<file path="src/rtl/core/itr_pkg.sv">
// itr_pkg: shared widths, numeral tables and control structs for the
// integer to Roman numeral unit. No dependencies.

package itr_pkg;

    localparam int NUM_W     = 12;
    localparam int SYM_W     = 8;
    localparam int STEP_W    = 4;
    localparam int STEPS     = 13;
    localparam int MAX_VALUE = 3999;

    localparam logic [SYM_W-1:0] CH_NONE = 8'h00;
    localparam logic [SYM_W-1:0] CH_I    = 8'h49;
    localparam logic [SYM_W-1:0] CH_V    = 8'h56;
    localparam logic [SYM_W-1:0] CH_X    = 8'h58;
    localparam logic [SYM_W-1:0] CH_L    = 8'h4C;
    localparam logic [SYM_W-1:0] CH_C    = 8'h43;
    localparam logic [SYM_W-1:0] CH_D    = 8'h44;
    localparam logic [SYM_W-1:0] CH_M    = 8'h4D;

    typedef struct packed {
        logic load;
        logic step;
    } itr_cmd_t;

    typedef struct packed {
        logic last;
    } itr_stat_t;

    function automatic logic [NUM_W-1:0] step_value(input logic [STEP_W-1:0] idx);
        logic [NUM_W-1:0] v;
        unique case (idx)
            4'd0:    v = 12'd1000;
            4'd1:    v = 12'd900;
            4'd2:    v = 12'd500;
            4'd3:    v = 12'd400;
            4'd4:    v = 12'd100;
            4'd5:    v = 12'd90;
            4'd6:    v = 12'd50;
            4'd7:    v = 12'd40;
            4'd8:    v = 12'd10;
            4'd9:    v = 12'd9;
            4'd10:   v = 12'd5;
            4'd11:   v = 12'd4;
            default: v = 12'd1;
        endcase
        return v;
    endfunction

    function automatic logic [SYM_W-1:0] glyph_lead(input logic [STEP_W-1:0] idx);
        logic [SYM_W-1:0] g;
        unique case (idx)
            4'd0:    g = CH_M;
            4'd1:    g = CH_C;
            4'd2:    g = CH_D;
            4'd3:    g = CH_C;
            4'd4:    g = CH_C;
            4'd5:    g = CH_X;
            4'd6:    g = CH_L;
            4'd7:    g = CH_X;
            4'd8:    g = CH_X;
            4'd9:    g = CH_I;
            4'd10:   g = CH_V;
            4'd11:   g = CH_I;
            default: g = CH_I;
        endcase
        return g;
    endfunction

    function automatic logic [SYM_W-1:0] glyph_tail(input logic [STEP_W-1:0] idx);
        logic [SYM_W-1:0] g;
        unique case (idx)
            4'd1:    g = CH_M;
            4'd3:    g = CH_D;
            4'd5:    g = CH_C;
            4'd7:    g = CH_L;
            4'd9:    g = CH_X;
            4'd11:   g = CH_V;
            default: g = CH_NONE;
        endcase
        return g;
    endfunction

endpackage

</file>
<file path="src/rtl/core/itr_ctrl.sv">
// itr_ctrl: request sequencer for the Roman numeral unit.
// Depends on itr_pkg; drives itr_dp through itr_cmd_t / itr_stat_t.

module itr_ctrl
(
    input  logic              clk,
    input  logic              rst_n,
    input  logic              in_valid,
    output logic              in_ready,
    output logic              out_valid,
    input  logic              out_ready,
    output itr_pkg::itr_cmd_t cmd,
    input  itr_pkg::itr_stat_t stat
);

    typedef enum logic [1:0] {
        S_IDLE = 2'b01,
        S_RUN  = 2'b10
    } state_t;

    state_t state_reg, state_next;
    logic   out_valid_reg, out_valid_next;
    logic   out_free;

    assign out_free  = !out_valid_reg || out_ready;
    assign in_ready  = (state_reg == S_IDLE);
    assign out_valid = out_valid_reg;

    always_comb
    begin
        cmd.load   = 1'b0;
        cmd.step   = 1'b0;
        state_next = state_reg;
        unique case (state_reg)
            S_IDLE:
            begin
                if (in_valid)
                begin
                    cmd.load   = 1'b1;
                    state_next = S_RUN;
                end
            end
            S_RUN:
            begin
                if (out_free)
                begin
                    cmd.step = 1'b1;
                    if (stat.last)
                    begin
                        state_next = S_IDLE;
                    end
                end
            end
            default:
            begin
                state_next = S_IDLE;
            end
        endcase
    end

    always_comb
    begin
        priority if (cmd.step)
        begin
            out_valid_next = 1'b1;
        end
        else if (out_ready)
        begin
            out_valid_next = 1'b0;
        end
        else
        begin
            out_valid_next = out_valid_reg;
        end
    end

    always_ff @(posedge clk or negedge rst_n)
    begin
        if (!rst_n)
        begin
            state_reg     <= S_IDLE;
            out_valid_reg <= 1'b0;
        end
        else
        begin
            state_reg     <= state_next;
            out_valid_reg <= out_valid_next;
        end
    end

endmodule

</file>
<file path="src/rtl/core/itr_dp.sv">
// itr_dp: remainder, greedy step select and output character register.
// Depends on itr_pkg; commanded by itr_ctrl.

module itr_dp
(
    input  logic                       clk,
    input  itr_pkg::itr_cmd_t          cmd,
    output itr_pkg::itr_stat_t         stat,
    input  logic [itr_pkg::NUM_W-1:0]  number,
    output logic [itr_pkg::SYM_W-1:0]  symbol,
    output logic                       last,
    output logic                       error
);

    logic [itr_pkg::NUM_W-1:0]  rem_reg, rem_next;
    logic                       half_reg, half_next;
    logic                       err_reg, err_next;
    logic [itr_pkg::SYM_W-1:0]  symbol_reg;
    logic                       last_reg;
    logic                       error_reg;

    logic [itr_pkg::STEP_W-1:0] sel;
    logic [itr_pkg::NUM_W-1:0]  sel_value;
    logic [itr_pkg::SYM_W-1:0]  tail;
    logic                       two;
    logic [itr_pkg::SYM_W-1:0]  cur_sym;
    logic                       cur_last;

    // largest value not above the remainder
    always_comb
    begin
        sel = itr_pkg::STEP_W'(itr_pkg::STEPS - 1);
        for (int i = itr_pkg::STEPS - 1; i >= 0; i--)
        begin
            if (rem_reg >= itr_pkg::step_value(itr_pkg::STEP_W'(i)))
            begin
                sel = itr_pkg::STEP_W'(i);
            end
        end
    end

    assign sel_value = itr_pkg::step_value(sel);
    assign tail      = itr_pkg::glyph_tail(sel);
    assign two       = (tail != itr_pkg::CH_NONE);

    always_comb
    begin
        if (err_reg)
        begin
            cur_sym  = itr_pkg::CH_NONE;
            cur_last = 1'b1;
        end
        else
        begin
            cur_sym  = half_reg ? tail : itr_pkg::glyph_lead(sel);
            cur_last = (!two || half_reg) && (rem_reg == sel_value);
        end
    end

    assign stat.last = cur_last;

    always_comb
    begin
        rem_next  = rem_reg;
        half_next = half_reg;
        err_next  = err_reg;
        priority if (cmd.load)
        begin
            rem_next  = number;
            half_next = 1'b0;
            err_next  = (number == '0) ||
                        (number > itr_pkg::NUM_W'(itr_pkg::MAX_VALUE));
        end
        else if (cmd.step && !err_reg)
        begin
            if (two && !half_reg)
            begin
                half_next = 1'b1;
            end
            else
            begin
                rem_next  = rem_reg - sel_value;
                half_next = 1'b0;
            end
        end
    end

    always_ff @(posedge clk)
    begin
        rem_reg  <= rem_next;
        half_reg <= half_next;
        err_reg  <= err_next;
        if (cmd.step)
        begin
            symbol_reg <= cur_sym;
            last_reg   <= cur_last;
            error_reg  <= err_reg;
        end
    end

    assign symbol = symbol_reg;
    assign last   = last_reg;
    assign error  = error_reg;

endmodule

</file>
<file path="src/rtl/core/integer_to_roman_numeral_unit.sv">
// integer_to_roman_numeral_unit: top level, number in, Roman numeral letters out.
// Depends on itr_pkg, itr_ctrl and itr_dp.
//
//   channel  dir  handshake           payload
//   s_       in   s_tvalid/s_tready   s_tdata[11:0] number
//   m_       out  m_tvalid/m_tready   m_tdata symbol, m_tlast last, m_tuser error
//
// A number is loaded, then one letter per cycle while m_tready does not stall;
// the longest request is 3888, and an error gives a single letter. The datapath
// emits a letter on every step; a subtractive pair takes two steps and one subtract.
// Reset clears the sequencer and the output valid; payload registers are not reset.
// A stalled m_tready holds the current letter; a new request is taken only once
// the previous number's last letter sits in the output register.

module integer_to_roman_numeral_unit
(
    input  logic        clk,
    input  logic        rst_n,
    input  logic        s_tvalid,
    output logic        s_tready,
    input  logic [15:0] s_tdata,   // [11:0] number, [15:12] zero
    output logic        m_tvalid,
    input  logic        m_tready,
    output logic [7:0]  m_tdata,   // [7:0] symbol
    output logic        m_tlast,
    output logic [0:0]  m_tuser    // [0] error
);

    itr_pkg::itr_cmd_t  cmd;
    itr_pkg::itr_stat_t stat;
    logic               error;

    itr_ctrl u_ctrl
    (
        .clk       (clk),
        .rst_n     (rst_n),
        .in_valid  (s_tvalid),
        .in_ready  (s_tready),
        .out_valid (m_tvalid),
        .out_ready (m_tready),
        .cmd       (cmd),
        .stat      (stat)
    );

    itr_dp u_dp
    (
        .clk    (clk),
        .cmd    (cmd),
        .stat   (stat),
        .number (s_tdata[itr_pkg::NUM_W-1:0]),
        .symbol (m_tdata),
        .last   (m_tlast),
        .error  (error)
    );

    assign m_tuser[0] = error;

`ifndef SYNTHESIS
    a_one_at_a_time: assert property (@(posedge clk) disable iff (!rst_n)
        (s_tvalid && s_tready) |=> !s_tready)
        else $error("request taken while a conversion is running");

    a_error_form: assert property (@(posedge clk) disable iff (!rst_n)
        (m_tvalid && m_tuser[0]) |-> (m_tlast && m_tdata == itr_pkg::CH_NONE))
        else $error("error result not a single zero symbol");

    a_letter_valid: assert property (@(posedge clk) disable iff (!rst_n)
        (m_tvalid && !m_tuser[0]) |->
        (m_tdata == itr_pkg::CH_I || m_tdata == itr_pkg::CH_V ||
         m_tdata == itr_pkg::CH_X || m_tdata == itr_pkg::CH_L ||
         m_tdata == itr_pkg::CH_C || m_tdata == itr_pkg::CH_D ||
         m_tdata == itr_pkg::CH_M))
        else $error("symbol is not a numeral letter");

    a_no_gap_in_run: assert property (@(posedge clk) disable iff (!rst_n)
        (m_tvalid && m_tready && !m_tlast) |=> m_tvalid)
        else $error("bubble inside a numeral run");
`endif

endmodule

</file>
<file path="config.mk">
export PLATFORM = sky130hd
export DESIGN_NAME = integer_to_roman_numeral_unit
export DESIGN_NICKNAME = d
export VERILOG_FILES = /design/src/rtl/core/itr_pkg.sv /design/src/rtl/core/itr_ctrl.sv /design/src/rtl/core/itr_dp.sv /design/src/rtl/core/integer_to_roman_numeral_unit.sv
export SDC_FILE = /design/constraint.sdc
export NUM_CORES = 1
export LEC_CHECK = 0
export BUFFER_PORTS_ARGS = -buffer_cell sky130_fd_sc_hd__clkbuf_2
export CORE_MARGIN = 2
export CORE_UTILIZATION = 35
export DETAILED_ROUTE_END_ITERATION = 8
export GPL_ROUTABILITY_DRIVEN = 0
export SLEW_MARGIN = 10
export SYNTH_ARGS = -nofsm -noshare
export SYNTH_HDL_FRONTEND = slang
export SYNTH_SLANG_ARGS = --single-unit
</file>
<file path="constraint.sdc">
create_clock -name clk -period 4.5 [get_ports clk]
set_input_delay 0.9 -clock clk [delete_from_list [all_inputs] [get_ports clk]]
set_output_delay 0.9 -clock clk [all_outputs]
set_load 0.1 [all_outputs]
</file>
==> results of run 1 <==
-- area by class of cell --
cell class / count / area share, %
clock inverter: 1 / 0.296
timing repair buffer: 40 / 9.38
multi-input combinational: 213 / 54.6
inverter: 11 / 1.63
tap: 77 / 3.80
sequential: 25 / 28.7
clock buffer: 3 / 1.63
-- stage by stage --
stage,utilization [%],instances
CTS,39.9,366
floorplan,-,263
global route,40.4,370
detailed placement,39.1,362
global placement,39.1,362
finish,40.4,370
-- power by group through the flow --
stage / Combinational (mW) / Clock [mW] / Sequential [mW]
after detailed placement: 1.45 / 0 / 0.542
after CTS: 1.46 / 0.145 / 0.538
after floorplan: 1.07 / 0 / 0.623
final: 1.50 / 0.141 / 0.533
after global placement: 1.44 / 0 / 0.538
after global routing: 1.68 / 0.153 / 0.545
-- final timing paths --
path                                            end  slack (ns)
worst max-delay path               u_dp.rem_reg[10]        0.29
worst max register to register     u_dp.rem_reg[10]        0.29
worst min register to register     u_ctrl.out_valid        0.54
min in group clk                   u_ctrl.out_valid        0.54
max in group asynchronous       u_ctrl.state_reg[0]        3.90
worst min-delay path            u_ctrl.state_reg[1]        0.40
-- cell families (layout without fill, tap and decap cells) --
kind of cell,count (synthesis),count (layout),synth area share [%]
buffers and inverters,25,55,5.66
multiplexers,2,2,0.896
AND/OR/NAND/NOR,104,104,23.4
adder cells (fa/ha/maj),18,18,10.4
other,1,2,0.168
XOR/XNOR,6,6,2.35
AO/OA/AOI/OAI,81,81,24.6
flip-flops,25,25,32.5
-- timing repair --
action / CTS / global route
endpoints found under the setup margin: 0 / 6
buffers inserted: 0 / 4
gates resized for setup: 0 / 2
endpoints found under the hold margin: 0 / 0
-- per-layer routing --
metal	global-route usage (%)	up-vias	share of wire [%]	routed length (µm)
li1	-	1040	-	-
met5	0	-	0	0
met4	3.52	0	0.92	49
met1	21.3	964	49	2610
met3	1.19	4	2.5	133
met2	26.0	41	48	2560
-- layout by cell type, fill, tap and decap left out, types with 4 or more instances in the layout --
cell                       count
sky130_fd_sc_hd__inv_1        10
sky130_fd_sc_hd__buf_4        15
sky130_fd_sc_hd__a21o_1        4
sky130_fd_sc_hd__nor4_1        4
sky130_fd_sc_hd__nor3_1       11
sky130_fd_sc_hd__a21oi_1      24
sky130_fd_sc_hd__o21ai_0      14
sky130_fd_sc_hd__nand2_1      26
sky130_fd_sc_hd__nor2b_1       4
sky130_fd_sc_hd__nand4_1       4
sky130_fd_sc_hd__clkbuf_2     25
sky130_fd_sc_hd__edfxtp_1     21
sky130_fd_sc_hd__a31oi_1       4
sky130_fd_sc_hd__nand2b_1      4
sky130_fd_sc_hd__nor2_1       25
sky130_fd_sc_hd__ha_1         17
sky130_fd_sc_hd__nand3_1       8
-- worst register-to-register path, stage by stage, from the launching register on --
cell	delay [ns]
sky130_fd_sc_hd__edfxtp_1	0.50
sky130_fd_sc_hd__nor2_2	0.08
sky130_fd_sc_hd__or4_4	0.49
sky130_fd_sc_hd__a311oi_2	0.31
sky130_fd_sc_hd__a21oi_1	0.15
sky130_fd_sc_hd__or2_2	0.39
sky130_fd_sc_hd__ha_1	0.37
sky130_fd_sc_hd__nand2_1	0.07
sky130_fd_sc_hd__nand2_1	0.07
sky130_fd_sc_hd__ha_1	0.21
sky130_fd_sc_hd__fa_1	0.40
sky130_fd_sc_hd__nor2b_1	0.13
sky130_fd_sc_hd__o21ai_1	0.10
sky130_fd_sc_hd__a21oi_1	0.23
sky130_fd_sc_hd__o221ai_1	0.19
sky130_fd_sc_hd__a21o_1	0.20
sky130_fd_sc_hd__a31oi_1	0.17
==> reports/metrics.sh, run 1 <==
POSTPLACECELLAREA_UM2=2460
NUMBER_OF_FLIP_FLOPS_IN_THE_LARGEST_REGISTER=12
CPPEAKSTAGEDELAY_NS=0.50
AVERAGE_VIAS_PER_PLACED_INSTANCE=5.54
POSTROUTEANTENNANETS=0
PATH_CLASS='flip-flop to flip-flop'
CRIT_ARRIVAL_NS=4.33
BUFFER_PORTS.INSERTED=25
UNREPAIRED_SETUP_ENDPOINTS_AFTER_GLOBAL_ROUTING='no'
GRT_PASS1_WL_MM=8.95
SYN-MEAN-INSTANCE-AREA_UM2=8.52
SEQ_AREA_FRAC_SYNTH_PCT=32.5
P_COMB_SHARE_PCT=69.0
NUMBER_OF_ANTENNA_VIOLATIONS_AT_THE_FIRST_CHECK_IN_GLOBAL_ROUTING=0
GRT_PASS1_VIAS=1865
SYNTH_CELL_TYPE_COUNT=63
WORST_SETUP_HOLD_PATH_CLK_SLEW_NS=0.10
CTS_INSERTED_BUFFERS=3
ASYNC_RESET_FF_SHARE_PCT=12.0
R2R.WORST_PATH.CELLS=16
FINAL_NET_COUNT=332
TMIN_FINAL_NS=4.21
WORST_SKEW_PAIR.LATE_LATENCY_NS=0.27
FLOORPLAN.IO_PINS=32
CELL_ROW_COUNT=29
CRITICAL_PATH.CELL_CHAIN='nor2_2 > or4_4 > a311oi_2 > a21oi_1 > or2_2 > ha_1 > nand2_1 > nand2_1 > ha_1 > fa_1 > nor2b_1 > o21ai_1 > a21oi_1 > o221ai_1 > a21o_1 > a31oi_1'
FINAL_SETUP_FAILS=0
CP_TOP_FAMILY='compound AO/OA/AOI/OAI gates'
YOSYSTOPAREACELL='sky130_fd_sc_hd__edfxtp_1'
TNS_NS=0
TIMING.CRITICAL_PATH.DEPTH=16
NETSWITCHINGPOWER_mW=1.11
CLKPWRFRAC_PCT=6.5
CTS_HOLD_REPAIR.BUFFERS=0
POWER.SEQUENTIAL.FRACTION_PCT=24.5
COREAREA_UM2=6280
DIE_X_UM=83.9
HOLDWS_NS=0.403
SEQUENTIAL_CELL_AREA_UM2=727
MULTI_INPUT_COMB_AREA_UM2=1380
WORST_VDD_IR_V=0.000454
CRITICAL_PATH.N_BUFFERS_INVERTERS=0
ANTENNADIODECOUNT=0
PLACE_WS_NS=0.239
LAUNCHING_POINT_OF_THE_WORST_REG2REG_PATH='u_dp.rem_reg[1]'
DR.FIRST_ITER.DRC_COUNT=104
AREA_OF_THE_DIE_UM2=7040
POWER.DENSITY_nW_PER_UM2=858
WORST_SETUP_SP='u_dp.rem_reg[1]'
MAX-CLOCK-PATH-BUFFERS=2
START_KIND='flip-flop'
FP.DIEH_UM=83.9
FILLERS=627
DESIGN_AREA_UM2=2530
VIAS=2049
POST_ROUTE_CELLS_DRIVE_ABOVE_1_SHARE_PCT=19.5
TIMING.SLEW.HEADROOM_PCT=59.1
GRT_START_MAX_NET_PINS=24
TIMING_WORST_SLEW_PIN_VALUE_NS=0.611
POST_SYNTH_INSTANCE_AREA_UM2=2230
CTS_NUM_SINKS=25
RUN_STATUS='finished, final reports clean'
SLEW_VIOLATIONS=0
MIN_SETUP_SLACK_POST_ROUTE_NS=0.292
SYNTH.MOST_COMMON_CELL='sky130_fd_sc_hd__nand2_1'
SYNTH-SEQ-CELLS=25
INTERNAL_POWER_mW=1.06
FINALCRITPERIODSHARE_PCT=93.5
GLOBALROUTETOTALUTIL_PCT=15.3
START_UTIL_PCT=35.6
TIMING.CRITICAL_PATH.SLOWEST_STAGE_CELL='sky130_fd_sc_hd__edfxtp_1'
TRITONCTS='yes'
SYNTHTOPCELLSBYAREA='sky130_fd_sc_hd__edfxtp_1 (28%), sky130_fd_sc_hd__ha_1 (9.5%), sky130_fd_sc_hd__a21oi_1 (5.4%)'
NETLIST.AREA_LEADER.SHARE_PCT=28.2
TIMING.CRITICAL_PATH.TO_TYPE='flip-flop'
MAX_CAP_VIOLATIONS=0
FIN_SKEW_NS=0.00370
DESIGN_POWER_TOTAL_mW=2.17
HOLD_VIOL=0
POST-ROUTE-DRC-COUNT=0
MIN-DELAY-PATH-CLASS='input pin to async pin'
CRITICAL_PATH_MAXIMUM_FANOUT=7
DRT_WL_TOTAL_MM=5.35
OVERFLOW_AFTER_GRT=0
REQUIRED_NS=4.62
POST_SYNTH_EDFFS=21
FLOW.AREA_GROWTH_FROM_SYNTHESIS_PCT=13.5
POSTSYNTHCELLCOUNT=262
DETAILEDPLACEMENTHPWL_MM=4.10
SYNTH_COMMONEST_CELLS='sky130_fd_sc_hd__nand2_1 (26), sky130_fd_sc_hd__nor2_1 (25), sky130_fd_sc_hd__a21oi_1 (24)'
POST_DRT_WL_PER_CELL_UM=14.5
NETSWITCHINGFRACTION_PCT=51.2
P_LEAK_nW=1.04
DRTPASS1ITERATIONS=4
MAX_FREQ_GHz=0.238
H_TREE_DEPTH=1
SYNTH_FF_TYPE='sky130_fd_sc_hd__edfxtp_1'
YS.WARNINGS.COUNT=0
CLOCK_TREE.ROOT_CELL='sky130_fd_sc_hd__clkbuf_8'
No activity file was read; power rests on OpenSTA's default activity.
==> inputs of run 2 (changes only) <==
--- a/config.mk
+++ b/config.mk
@@ -10,6 +10,7 @@
 export CORE_UTILIZATION = 35
 export DETAILED_ROUTE_END_ITERATION = 8
 export GPL_ROUTABILITY_DRIVEN = 0
+export MAX_ROUTING_LAYER = met4
 export SLEW_MARGIN = 10
 export SYNTH_ARGS = -nofsm -noshare
 export SYNTH_HDL_FRONTEND = slang
==> reports/metrics.sh, run 2 (synthesis gave the netlist of run 1 again) <==
RUN_STATUS='finished, final reports clean'  # unchanged
POWER.DENSITY_nW_PER_UM2=858  # about the same
TNS_NS=0  # unchanged
FINAL_NET_COUNT=332  # unchanged
MIN_SETUP_SLACK_POST_ROUTE_NS=0.293  # was 0.292 ns
FP.DIEH_UM=83.9  # unchanged
DR.FIRST_ITER.DRC_COUNT=106  # was 104
TIMING.CRITICAL_PATH.TO_TYPE='flip-flop'  # unchanged
FIN_CELLS=370  # unchanged
NETSWITCHINGPOWER_mW=1.11  # about the same
UNREPAIRED_SETUP_ENDPOINTS_AFTER_GLOBAL_ROUTING='no'  # unchanged
GRT_PASS1_VIAS=1868  # was 1865
AREA_OF_THE_DIE_UM2=7040  # unchanged
FILLERS=627  # unchanged
REQUIRED_NS=4.62  # about the same
DESIGN_AREA_UM2=2530  # unchanged
MOSTFREQUENTLAYOUTCELL='sky130_fd_sc_hd__nand2_1'  # unchanged
CRIT_ARRIVAL_NS=4.33  # about the same
CRITICAL_PATH_MAXIMUM_FANOUT=7  # unchanged
TMIN_FINAL_NS=4.21  # about the same
H_TREE_DEPTH=1  # unchanged
MIN-DELAY-PATH-CLASS='input pin to async pin'  # unchanged
WORST_VDD_IR_V=0.000454  # about the same
PLACE_WS_NS=0.239  # unchanged
POWER.SEQUENTIAL.FRACTION_PCT=24.5  # about the same
POST_ROUTE_CELLS_DRIVE_ABOVE_1_SHARE_PCT=19.5  # unchanged
CTS_INSERTED_BUFFERS=3  # unchanged
UTILIZATION_PCT=40.4  # unchanged
FINAL_SETUP_FAILS=0  # unchanged
PATH_CLASS='flip-flop to flip-flop'  # unchanged
MAX_FREQ_GHz=0.238  # about the same
CLKPWRFRAC_PCT=6.5  # about the same
HOLD_VIOL=0  # unchanged
MAX_CAP_VIOLATIONS=0  # unchanged
WORST_SKEW_PAIR.LATE_LATENCY_NS=0.27  # about the same
DRT_WL_TOTAL_MM=5.36  # was 5.35 mm
GRT_START_MAX_NET_PINS=24  # unchanged
NETSWITCHINGFRACTION_PCT=51.2  # about the same
FLOW.AREA_GROWTH_FROM_SYNTHESIS_PCT=13.5  # unchanged
TIMING.SLEW.HEADROOM_PCT=59.1  # unchanged
TIMING_WORST_SLEW_PIN_VALUE_NS=0.611  # unchanged
CELL_ROW_COUNT=29  # unchanged
P_COMB_SHARE_PCT=69.0  # about the same
POST_DRT_WL_PER_CELL_UM=14.5  # about the same
DIE_X_UM=83.9  # unchanged
WORST_SETUP_HOLD_PATH_CLK_SLEW_NS=0.10  # about the same
VIAS=2051  # was 2049
START_UTIL_PCT=35.6  # unchanged
DETAILEDPLACEMENTHPWL_MM=4.10  # unchanged
AVERAGE_VIAS_PER_PLACED_INSTANCE=5.54  # about the same
GLOBALROUTETOTALUTIL_PCT=15.8  # was 15.3%
ANTENNADIODECOUNT=0  # unchanged
TRITONCTS='yes'  # unchanged
LAUNCHING_POINT_OF_THE_WORST_REG2REG_PATH='u_dp.rem_reg[1]'  # unchanged
DRTPASS1ITERATIONS=4  # unchanged
GRT_PASS1_WL_MM=8.94  # was 8.95 mm
FINALCRITPERIODSHARE_PCT=93.5  # about the same
POST-ROUTE-DRC-COUNT=0  # unchanged
INTERNAL_POWER_mW=1.06  # about the same
NUMBER_OF_ANTENNA_VIOLATIONS_AT_THE_FIRST_CHECK_IN_GLOBAL_ROUTING=0  # unchanged
BUFFER_PORTS.INSERTED=25  # unchanged
OVERFLOW_AFTER_GRT=0  # unchanged
NUMBER_OF_FLIP_FLOPS_IN_THE_LARGEST_REGISTER=12  # unchanged
START_KIND='flip-flop'  # unchanged
CLOCK_TREE.ROOT_CELL='sky130_fd_sc_hd__clkbuf_8'  # unchanged
DP.CELLS=362  # unchanged
TOP_LIBRARY_CELLS_BY_USAGE_IN_THE_LAYOUT_FILL_AND_TAPS_ASIDE='sky130_fd_sc_hd__nand2_1 (26), sky130_fd_sc_hd__nor2_1 (25), sky130_fd_sc_hd__clkbuf_2 (25), sky130_fd_sc_hd__a21oi_1 (24), sky130_fd_sc_hd__edfxtp_1 (21)'  # unchanged
FLOORPLAN.IO_PINS=32  # unchanged
POSTROUTEANTENNANETS=0  # unchanged
COREAREA_UM2=6280  # unchanged
P_LEAK_nW=1.04  # unchanged
MAX-CLOCK-PATH-BUFFERS=2  # unchanged
WORST_SETUP_SP='u_dp.rem_reg[1]'  # unchanged
POSTPLACECELLAREA_UM2=2460  # unchanged
CTS_NUM_SINKS=25  # unchanged
FIN_SKEW_NS=0.00341  # was 0.00370 ns
SLEW_VIOLATIONS=0  # unchanged
run 2: worst paths after layout:
| check | to | cells past startpoint | slack, ns |
|---|---|---|---|
| worst max-delay path | u_dp.rem_reg[10] | 16 | 0.29 |
| worst min-delay path | u_ctrl.state_reg[1] | 1 | 0.40 |
| worst max register to register | u_dp.rem_reg[10] | 16 | 0.29 |
| worst min register to register | u_ctrl.out_valid | 2 | 0.54 |
| max in group asynchronous | u_ctrl.state_reg[0] | 1 | 3.90 |
| min in group clk | u_ctrl.out_valid | 2 | 0.54 |
run 2: power groups by stage:
stage | sequential [mW] | combinational (mW) | clock (mW)
6_report | 0.533 | 1.50 | 0.141
5_1_grt | 0.545 | 1.68 | 0.153
4_1_cts | 0.538 | 1.46 | 0.145
3_5_place_dp | 0.542 | 1.45 | 0
3_3_place_gp | 0.538 | 1.44 | 0
2_1_floorplan | 0.623 | 1.07 | 0
run 2: per-stage QoR:
| stage | hold slack, ns | power (mW) |
|---|---|---|
| 2_1_floorplan | 0.424 | 1.69 |
| 3_3_place_gp | 0.501 | 1.98 |
| 3_5_place_dp | 0.516 | 1.99 |
| 4_1_cts | 0.400 | 2.14 |
| 5_1_grt | 0.395 | 2.38 |
| 6_report | 0.403 | 2.17 |
run 2: cell type report:
class	count	area, µm²	area share (%)
Multi-Input combinational cell	213	1380	54.6
Sequential cell	25	727	28.7
Timing Repair Buffer	40	238	9.38
Tap cell	77	96.3	3.80
Clock buffer	3	41.3	1.63
Inverter	11	41.3	1.63
Clock inverter	1	7.51	0.296
run 2: critical path, stage by stage, from the launching register on:
cell and delay (ns):
sky130_fd_sc_hd__edfxtp_1 0.50, sky130_fd_sc_hd__nor2_2 0.08, sky130_fd_sc_hd__or4_4 0.49, sky130_fd_sc_hd__a311oi_2 0.31, sky130_fd_sc_hd__a21oi_1 0.15, sky130_fd_sc_hd__or2_2 0.39, sky130_fd_sc_hd__ha_1 0.37, sky130_fd_sc_hd__nand2_1 0.07
sky130_fd_sc_hd__nand2_1 0.07, sky130_fd_sc_hd__ha_1 0.21, sky130_fd_sc_hd__fa_1 0.40, sky130_fd_sc_hd__nor2b_1 0.13, sky130_fd_sc_hd__o21ai_1 0.10, sky130_fd_sc_hd__a21oi_1 0.23, sky130_fd_sc_hd__o221ai_1 0.19, sky130_fd_sc_hd__a21o_1 0.20
sky130_fd_sc_hd__a31oi_1 0.17
run 2: layer usage:
metal / GRT usage (%) / share of wire (%) / vias up
li1: - / - / 1040
met5: - / 0 / -
met2: 26.1 / 48 / 41
met1: 21.2 / 49 / 964
met4: 3.52 / 0.90 / 0
met3: 1.19 / 2.5 / 6
run 2: repair_timing:
| action | 4_1_cts | 5_1_grt |
|---|---|---|
| hold buffers | 0 | 0 |
| setup buffers | 0 | 4 |
| resized for setup | 0 | 2 |
| endpoints found under the setup margin | 0 | 6 |
==> inputs of run 3 (changes only) <==
--- a/config.mk
+++ b/config.mk
@@ -6,11 +6,14 @@
 export NUM_CORES = 1
 export LEC_CHECK = 0
 export BUFFER_PORTS_ARGS = -buffer_cell sky130_fd_sc_hd__clkbuf_2
+export CELL_PAD_IN_SITES_DETAIL_PLACEMENT = 0
+export CELL_PAD_IN_SITES_GLOBAL_PLACEMENT = 2
 export CORE_MARGIN = 2
 export CORE_UTILIZATION = 35
 export DETAILED_ROUTE_END_ITERATION = 8
 export GPL_ROUTABILITY_DRIVEN = 0
 export MAX_ROUTING_LAYER = met4
+export PLACE_DENSITY_LB_ADDON = 0.1
 export SLEW_MARGIN = 10
 export SYNTH_ARGS = -nofsm -noshare
 export SYNTH_HDL_FRONTEND = slang
==> reports/metrics.sh, run 3 (synthesis gave the netlist of run 1 again) <==
R2R.WORST_PATH.CELLS=16  # unchanged
GRT_PASS1_WL_MM=9.41  # was 8.94 mm
LAUNCHING_POINT_OF_THE_WORST_REG2REG_PATH='u_dp.rem_reg[9]'  # was u_dp.rem_reg[1]
FLOW.AREA_GROWTH_FROM_SYNTHESIS_PCT=15.4  # was 13.5%
MAX-CLOCK-PATH-BUFFERS=2  # unchanged
TNS_NS=0  # unchanged
START_UTIL_PCT=35.6  # unchanged
FLOORPLAN.IO_PINS=32  # unchanged
DRT_WL_TOTAL_MM=5.63  # was 5.36 mm
TIMING_WORST_SLEW_PIN_VALUE_NS=0.708  # was 0.611 ns
WORST_SKEW_PAIR.LATE_LATENCY_NS=0.27  # about the same
HOLDWS_NS=0.397  # was 0.403 ns
POSTROUTEANTENNANETS=0  # unchanged
AREA_OF_THE_DIE_UM2=7040  # unchanged
FIN_CELLS=374  # was 370
DR.FIRST_ITER.DRC_COUNT=100  # was 106
TMIN_FINAL_NS=4.18  # was 4.21 ns
GLOBALROUTETOTALUTIL_PCT=17.1  # was 15.8%
R2R_SETUP_SLACK_NS=0.32  # was 0.29 ns
CTS_HOLD_REPAIR.BUFFERS=0  # unchanged
MIN_SETUP_SLACK_POST_ROUTE_NS=0.317  # was 0.293 ns
CTS_NUM_SINKS=25  # unchanged
TIMING.CRITICAL_PATH.TO_TYPE='flip-flop'  # unchanged
TOP_LIBRARY_CELLS_BY_USAGE_IN_THE_LAYOUT_FILL_AND_TAPS_ASIDE='sky130_fd_sc_hd__nand2_1 (26), sky130_fd_sc_hd__nor2_1 (25), sky130_fd_sc_hd__clkbuf_2 (25), sky130_fd_sc_hd__a21oi_1 (22), sky130_fd_sc_hd__edfxtp_1 (21)'  # was sky130_fd_sc_hd__nand2_1 (26), sky130_fd_sc_hd__nor2_1 (25), sky130_fd_sc_hd__clkbuf_2 (25), sky130_fd_sc_hd__a21oi_1 (24), sky130_fd_sc_hd__edfxtp_1 (21)
CRITICAL_PATH_MAXIMUM_FANOUT=5  # was 7
MAX_FREQ_GHz=0.239  # was 0.238 GHz
FINAL_SETUP_FAILS=0  # unchanged
CTS_INSERTED_BUFFERS=3  # unchanged
DRTPASS1ITERATIONS=4  # unchanged
CELL_ROW_COUNT=29  # unchanged
PLACE_WS_NS=0.248  # was 0.239 ns
WORST_VDD_IR_V=0.000328  # was 0.000454 V
TRITONCTS='yes'  # unchanged
NUMBER_OF_FLIP_FLOPS_IN_THE_LARGEST_REGISTER=12  # unchanged
RUN_STATUS='finished, final reports clean'  # unchanged
AVERAGE_VIAS_PER_PLACED_INSTANCE=5.44  # was 5.54
ANTENNADIODECOUNT=0  # unchanged
FINALCRITPERIODSHARE_PCT=93.0  # was 93.5%
DETAILEDPLACEMENTHPWL_MM=4.53  # was 4.10 mm
GRT_PASS1_VIAS=1908  # was 1868
TIMING.SLEW.HEADROOM_PCT=52.6  # was 59.1%
DIE_X_UM=83.9  # unchanged
NUMBER_OF_ANTENNA_VIOLATIONS_AT_THE_FIRST_CHECK_IN_GLOBAL_ROUTING=0  # unchanged
FINAL_NET_COUNT=336  # was 332
BUFFER_PORTS.INSERTED=25  # unchanged
PATH_CLASS='flip-flop to flip-flop'  # unchanged
CRITPATHCAPTURE='u_dp.rem_reg[10]'  # unchanged
DP.CELLS=369  # was 362
POST_DRT_WL_PER_CELL_UM=15.1  # was 14.5 µm
UNREPAIRED_SETUP_ENDPOINTS_AFTER_GLOBAL_ROUTING='no'  # unchanged
WORSTREG2REGEND='u_dp.rem_reg[10]'  # unchanged
COREAREA_UM2=6280  # unchanged
POWER.DENSITY_nW_PER_UM2=862  # was 858 nW/µm²
REQUIRED_NS=4.52  # was 4.62 ns
START_KIND='flip-flop'  # unchanged
WORST_SETUP_HOLD_PATH_CLK_SLEW_NS=0.10  # about the same
FIN_SKEW_NS=0.00275  # was 0.00341 ns
VIAS=2036  # was 2051
SLEW_VIOLATIONS=0  # unchanged
MAX_CAP_VIOLATIONS=0  # unchanged
HOLD_VIOL=0  # unchanged
UTILIZATION_PCT=41.1  # was 40.4%
POST_ROUTE_CELLS_DRIVE_ABOVE_1_SHARE_PCT=21.5  # was 19.5%
OVERFLOW_AFTER_GRT=0  # unchanged
FP.DIEH_UM=83.9  # unchanged
H_TREE_DEPTH=1  # unchanged
CLOCK_TREE.ROOT_CELL='sky130_fd_sc_hd__clkbuf_8'  # unchanged
P_LEAK_nW=1.06  # was 1.04 nW
GRT_START_MAX_NET_PINS=24  # unchanged
POST-ROUTE-DRC-COUNT=0  # unchanged
MIN-DELAY-PATH-CLASS='input pin to async pin'  # unchanged
WORST_SETUP_SP='u_dp.rem_reg[9]'  # was u_dp.rem_reg[1]
MOSTFREQUENTLAYOUTCELL='sky130_fd_sc_hd__nand2_1'  # unchanged
CRIT_ARRIVAL_NS=4.21  # was 4.33 ns
run 3: worst max-delay path, stage by stage (launching register included):
cell and delay [ns]:
sky130_fd_sc_hd__edfxtp_1 0.39, sky130_fd_sc_hd__or3_2 0.54, sky130_fd_sc_hd__nor3_1 0.30, sky130_fd_sc_hd__o21ai_0 0.20, sky130_fd_sc_hd__a21oi_1 0.24, sky130_fd_sc_hd__o21ai_0 0.18, sky130_fd_sc_hd__buf_4 0.18, sky130_fd_sc_hd__ha_1 0.17
sky130_fd_sc_hd__a21oi_1 0.12, sky130_fd_sc_hd__o21ai_0 0.17, sky130_fd_sc_hd__ha_1 0.39, sky130_fd_sc_hd__a21oi_1 0.17, sky130_fd_sc_hd__o21ai_0 0.12, sky130_fd_sc_hd__or3_1 0.32, sky130_fd_sc_hd__o221ai_1 0.21, sky130_fd_sc_hd__a21o_1 0.16
sky130_fd_sc_hd__a31oi_1 0.07
run 3: metal layers:
layer	track usage, %	up-vias	wire, µm
met2	25.1	34	2470
li1	-	1050	-
met4	3.96	0	57
met3	1.78	5	144
met1	25.3	947	2970
met5	-	-	0
run 3: cell type report:
cell class,instances,area (µm²)
fillers,671,3700
multi-input cells,213,1400
flip-flops and latches,25,727
repair buffers,44,268
well taps,77,96.3
clock buffers,3,41.3
inverters,11,41.3
clock inverters,1,7.51
run 3: worst min-delay path by stage:
| stage | cells after the start | end | from | slack (ns) |
|---|---|---|---|---|
| finish | 1 | u_ctrl.out_valid | rst_n | 0.40 |
| detailed placement | 2 | u_ctrl.out_valid | u_ctrl.out_valid | 0.52 |
| global placement | 2 | u_ctrl.out_valid | u_ctrl.out_valid | 0.51 |
| CTS | 1 | u_ctrl.out_valid | rst_n | 0.39 |
| global route | 1 | u_ctrl.out_valid | rst_n | 0.38 |
| floorplan | 0 | u_dp.error | u_dp.err_reg | 0.42 |
run 3: through the flow:
stage	power [mW]	area, µm²
floorplan	1.69	2240
global placement	2.07	2510
detailed placement	2.05	2510
CTS	2.20	2560
global route	2.45	2580
finish	2.22	2580
run 3: what timing repair did:
item	4_1_cts	5_1_grt
resized for setup	0	4
setup buffers	0	1
endpoints found under the setup margin	0	5
run 3: power breakdown:
part | leakage [nW] | total [mW] | switching [mW] | internal [mW]
registers | 0.241 | 0.517 | 0.0953 | 0.422
logic | 0.794 | 1.56 | 0.955 | 0.607
clock network | 0.0217 | 0.143 | 0.0799 | 0.0629
total | 1.06 | 2.22 | 1.13 | 1.09
